$ cat src/sv/abf_pkg.sv
// Shared types, constants and arithmetic helpers for the alpha-beta track filter.
package abf_pkg;

  localparam int WIN_DEPTH  = 16;
  localparam int WIN_AW     = 4;
  localparam int CNT_W      = 5;
  localparam int CFG_IDX_W  = 1;
  localparam int CFG_DATA_W = 16;
  localparam int DVD_W      = 68;
  localparam int DVS_W      = 48;
  localparam int DIV_CNT_W  = 7;

  localparam logic [15:0] DT_CAP          = 16'hFFFF;
  localparam logic [15:0] MAX_STEPS_RST   = 16'd10;
  localparam logic [4:0]  WINDOW_SIZE_RST = 5'd8;
  localparam logic [16:0] GAIN_ONE        = 17'h10000;
  localparam logic [16:0] GAIN_MAX        = 17'h1FFFF;
  localparam logic [67:0] BETA_NUM        = 68'd393216;

  typedef enum logic [1:0] {
    OP_LOAD    = 2'd0,
    OP_MEASURE = 2'd1,
    OP_COAST   = 2'd2,
    OP_NONE    = 2'd3
  } op_t;

  typedef enum logic [0:0] {
    CFG_MAX_STEPS   = 1'b0,
    CFG_WINDOW_SIZE = 1'b1
  } cfg_idx_t;

  typedef enum logic [5:0] {
    ST_IDLE, ST_LOAD, ST_LD_VX, ST_LD_VXW, ST_LD_VY, ST_LD_VYW,
    ST_GAIN_MUL, ST_GAIN_A, ST_GAIN_AW, ST_GAIN_B, ST_GAIN_BW,
    ST_RDH, ST_BASE, ST_ACC0, ST_ACC1, ST_ACC2, ST_ACC3, ST_ACC4,
    ST_P1, ST_P2, ST_P3, ST_P4, ST_P5, ST_P6, ST_P7,
    ST_AX_SLOPE, ST_AX_SLOPE_W, ST_AX_C0M, ST_AX_C0D, ST_AX_C0W, ST_AX_PRED,
    ST_GCHK, ST_RES, ST_EXM, ST_EXA, ST_EYA, ST_VX, ST_VXW, ST_VYM, ST_VY,
    ST_VYW, ST_PUSH
  } state_t;

  function automatic logic signed [31:0] sat32(input logic signed [71:0] v);
    if (v > 72'sd2147483647) return 32'sh7FFFFFFF;
    else if (v < -72'sd2147483648) return 32'sh80000000;
    else return v[31:0];
  endfunction

  // saturate a sign/magnitude quotient
  function automatic logic signed [31:0] sat_mag(input logic neg, input logic [67:0] m);
    if (!neg) return (m > 68'd2147483647) ? 32'sh7FFFFFFF : $signed(m[31:0]);
    else return (m > 68'd2147483648) ? 32'sh80000000 : $signed(~m[31:0] + 32'd1);
  endfunction

  // signed shift that truncates toward zero
  function automatic logic signed [63:0] trunc_shr(input logic signed [63:0] v,
                                                   input int unsigned sh);
    logic signed [63:0] bias;
    bias = v[63] ? ((64'sd1 <<< sh) - 64'sd1) : 64'sd0;
    return (v + bias) >>> sh;
  endfunction

  // wrapped time difference, capped
  function automatic logic [15:0] tdiff(input logic [31:0] a, input logic [31:0] b);
    logic [31:0] d;
    d = a - b;
    return (d > 32'(DT_CAP)) ? DT_CAP : d[15:0];
  endfunction

endpackage

$ cat src/sv/abf_div.sv
// Restoring unsigned divider, one quotient bit per cycle.
module abf_div (
  input  logic                       clk,
  input  logic                       rst_n,
  input  logic                       start,
  input  logic [abf_pkg::DVD_W-1:0]  dividend,
  input  logic [abf_pkg::DVS_W-1:0]  divisor,
  output logic                       done,
  output logic [abf_pkg::DVD_W-1:0]  quotient
);
  import abf_pkg::*;

  logic                 busy_r, done_r;
  logic [DIV_CNT_W-1:0] cnt_r;
  logic [DVS_W-1:0]     rem_r, dvs_r;
  logic [DVD_W-1:0]     quo_r;
  logic [DVS_W:0]       trial;
  logic                 take;

  assign trial = {rem_r, quo_r[DVD_W-1]};
  assign take  = trial >= {1'b0, dvs_r};

  always_ff @(posedge clk) begin
    if (!rst_n) begin
      busy_r <= 1'b0;
      done_r <= 1'b0;
      cnt_r  <= '0;
    end else begin
      done_r <= busy_r && (cnt_r == '0);
      if (start) begin
        busy_r <= 1'b1;
        cnt_r  <= DIV_CNT_W'(DVD_W - 1);
      end else if (busy_r) begin
        cnt_r <= cnt_r - 1'b1;
        if (cnt_r == '0) busy_r <= 1'b0;
      end
    end
  end

  always_ff @(posedge clk) begin
    if (start) begin
      quo_r <= dividend;
      rem_r <= '0;
      dvs_r <= divisor;
    end else if (busy_r) begin
      rem_r <= take ? DVS_W'(trial - {1'b0, dvs_r}) : trial[DVS_W-1:0];
      quo_r <= {quo_r[DVD_W-2:0], take};
    end
  end

  assign done     = done_r;
  assign quotient = quo_r;

endmodule

$ cat config.mk
export PLATFORM = sky130hd
export DESIGN_NAME = abf_div
export DESIGN_NICKNAME = d
export VERILOG_FILES = /design/src/sv/abf_pkg.sv /design/src/sv/abf_div.sv
export SDC_FILE = /design/constraint.sdc
export NUM_CORES = 1
export LEC_CHECK = 0
export BUFFER_PORTS_ARGS = -buffer_cell sky130_fd_sc_hd__buf_2
export CELL_PAD_IN_SITES_DETAIL_PLACEMENT = 0
export CELL_PAD_IN_SITES_GLOBAL_PLACEMENT = 1
export CORE_MARGIN = 2
export CORE_UTILIZATION = 39
export DETAILED_ROUTE_END_ITERATION = 10
export GPL_TIMING_DRIVEN = 0
export HOLD_SLACK_MARGIN = 0.08
export PLACE_DENSITY = 0.84
export SYNTH_ARGS = -nofsm -noshare
export SYNTH_HDL_FRONTEND = slang
export SYNTH_SLANG_ARGS = --single-unit
$ cat constraint.sdc
create_clock -name clk -period 2.7 [get_ports clk]
set_input_delay 0.135 -clock clk [delete_from_list [all_inputs] [get_ports clk]]
set_output_delay 0.135 -clock clk [all_outputs]
set_load 0.05 [all_outputs]
==> impl_metrics.yaml <==
sta:
  fin_crit_sh: 1.17
  rsz0062_at_grt: "true"
  setup_slack_ns: -0.469
  setup_viol: 49
  hold_viol: 0
  relSlewSlack: 0.420
  drv_slew: 0
  fin_skew_ns: 0.0228
  tightestPinTransition_ns: 0.869
  clock.fmax_ghz: 0.316
  whs_ns: 0.273
  timing.final.crit_period_ns: 3.17
power_and_ir_drop:
  p_int_w: 0.00525
  total_power_w: 0.00808
  ir_drop_mv: 0.381
  combPwrFrac: 0.288
  switching_share: 0.350
  leakagePower_nw: 5.76
  clockPowerShare: 0.310
  p_switching_w: 0.00283
  p_seq_frac: 0.402
  powerDensity_nw_per_um2: 585
floorplan:
  die_area_um2: 26800
  die_w_um: 164
  die_h_um: 164
  core_um2: 25100
  io_pins: 188
  start_util: 0.397
  num_rows: 58
critical_path:
  crit_family: "simple AND/OR/NAND/NOR gates"
  cp_slowest_stage_delay_ns: 0.45
  crit_path_end_kind: "flip-flop"
  r2r-start: "dvs_r[1]"
  arrival_ns: 3.49
  rr_worst_depth: 13
  crit_type: "flip-flop to flip-flop"
  critPathSlowestCell: "edfxtp_1"
  cp.required_ns: 3.02
  worst_setup_path_start_kind: "flip-flop"
  crit_chain: "inv_2, ha_4, and2b_2, o2111ai_4, a2111oi_4, nor4b_4, nor4_4, or3_4, a21oi_4, buf_4, buf_6, nor2_4, a221o_1"
  r2r-end: "rem_r[39]"
  path_buf_inv: 3
  rrSetupSlack_ns: -0.47
  crit_fanout: 5
route:
  num_vias: 8817
  drc: 0
  routed_wl_mm: 29.7
  drtAntennaViolNets: 0
  post_drt_wl_per_cell_um: 17.8
  dr.pass1.iters: 5
  via_per_inst: 5.28
  dr.first_iter.drc_count: 435
synth:
  syn_inst: 986
  ys_seq_area_frac: 0.464
  synthArstFlopShare: 0
  yosysMostFrequentCell: "nand2_1"
  synth_compound_area_frac: 0.163
  yosys.area_share.xor_xnor: 0.0422
  avgSynthCellArea_um2: 10.1
  synth-simple-area-share: 0.139
  syn_nets: 1156
  synth_area_um2: 9970
  synth_area_leader_cell: "edfxtp_1"
  synth_edf_count: 116
  synth_commonest_cells: "nand2_1, edfxtp_1, nor2_1, mux2_2, inv_1"
  synth_seq_cells: 173
  synth_top_family_by_area: "compound AO/OA/AOI/OAI gates"
  synth_top_area_share: 0.350
  synth_cell_types: 68
  ys_warn_count: 0
  synth_mux_area_frac: 0.0778
  ys_top_cells_by_area: "edfxtp_1, dfxtp_1, mux2_2, ha_1, nand2_1"
  synthFlopType: "edfxtp_1"
  synth_fa_ha_area_frac: 0.0648
global_routing:
  grt_pass1_wl_mm: 46.9
  grt_pass1_vias: 9058
  antenna_found_initial: 0
  grt_max_degree: 51
  grt_overflow: 0
  grtUsageTotal: 0.224
outcome:
  violations: "negative setup slack"
  status: "finished with violations"
placement:
  hpwl_mm: 20.2
  gp_congestion: 0.887
  place_inst: 1504
  portBuffers: 187
final_layout:
  drive_above_1_share: 0.311
  area_growth_pct: 38.6
  final_nets: 1498
  fin_cells: 1671
  n_antenna_cell: 0
  fin_util: 0.550
clocking:
  clk_latency_ns: 0.44
  clock-root-buffer: "clkbuf_16"
  clk_path_buf_depth: 2
  numCtsBuffers: 17
  cts.sinks: 173
  cts.reportedPaths.clkPinSlew_ns: 0.08
  cts_tree: "built"
  h-tree-depth: 4
worst_hold_path:
  holdPathEnd: "dvs_r[14]"
  hold_path.startpoint: "start"
  hold_depth: 1
  hp-class: "input pin to flip-flop"
job:
  cap_viol_max_count: 0
==> per-layer routing <==
metal	GRT usage	part of all wire
met1	0.275	0.44
met2	0.386	0.48
met3	0.0477	0.059
met4	0.0817	0.029
met5	0	0
==> layout by cell type, fill, tap and decap left out, types with 20 or more instances in the layout <==
master	instances
buf_2	186
xnor2_1	27
ha_1	43
mux2_2	67
a21o_1	27
a21oi_1	46
nand2_1	101
edfxtp_1	116
clkbuf_1	37
dfxtp_1	57
nor2_1	85
inv_1	59
xor2_1	20
dlygate4sd3_1	117
==> registers in the layout (all words and copies together) (netlist names) <==
signal and count:
cnt_r 7, done 1, dvs_r 48, quotient 68, busy_r 1, rem_r 48
==> layout make-up <==
type | instances | area [µm²]
clock inverter | 14 | 160
inverter | 62 | 233
multi-input combinational | 697 | 5270
buffer | 43 | 236
timing repair buffer | 334 | 2450
clock buffer | 18 | 429
sequential | 173 | 4620
fill | 2245 | 11300
tap | 330 | 413
==> power by group through the flow <==
| stage | Combinational, W | Clock, W | Sequential [W] |
|---|---|---|---|
| 6_report | 0.00233 | 0.00250 | 0.00325 |
| 5_1_grt | 0.00252 | 0.00265 | 0.00327 |
| 4_1_cts | 0.00223 | 0.00254 | 0.00324 |
| 3_5_place_dp | 0.00199 | 0 | 0.00329 |
| 3_3_place_gp | 0.00197 | 0 | 0.00329 |
| 2_1_floorplan | 0.00110 | 0 | 0.00364 |
==> worst max path at each step <==
stage                      start           end  slack [ns]  cells after the start
floorplan           quotient[67]   quotient[0]       -0.49                     12
global placement           start  quotient[61]       -1.68                      4
detailed placement         start  quotient[59]       -0.66                      5
CTS                     dvs_r[1]   quotient[0]       -0.40                     12
global route            dvs_r[1]     rem_r[44]       -0.61                     14
finish                  dvs_r[1]     rem_r[39]       -0.47                     13
==> what timing repair did <==
action / 4_1_cts / 5_1_grt
setup endpoints to repair: 84 / 49
gates cloned: 3 / 1
buffers inserted: 19 / 9
gates resized for setup: 65 / 47
hold buffers: 117 / 0
endpoints found under the hold margin: 121 / 0
pin swaps: 33 / 30
==> metrics by stage <==
stage	setup slack (ns)	setup TNS, ns	instance area [µm²]
final	-0.469	-19.63	13800
after global routing	-0.610	-26.06	13800
after CTS	-0.399	-16.73	13600
after detailed placement	-0.664	-71.65	11400
after global placement	-1.68	-142.03	11400
after floorplan	-0.493	-14.89	10000
==> cells by family after synthesis <==
group	Yosys count
XOR/XNOR	48
AO/OA/AOI/OAI	228
adder cells (fa/ha/maj)	51
flip-flops	173
buffers and inverters	116
AND/OR/NAND/NOR	301
multiplexers	69
Note: power is estimated with default switching activity, not from simulation.
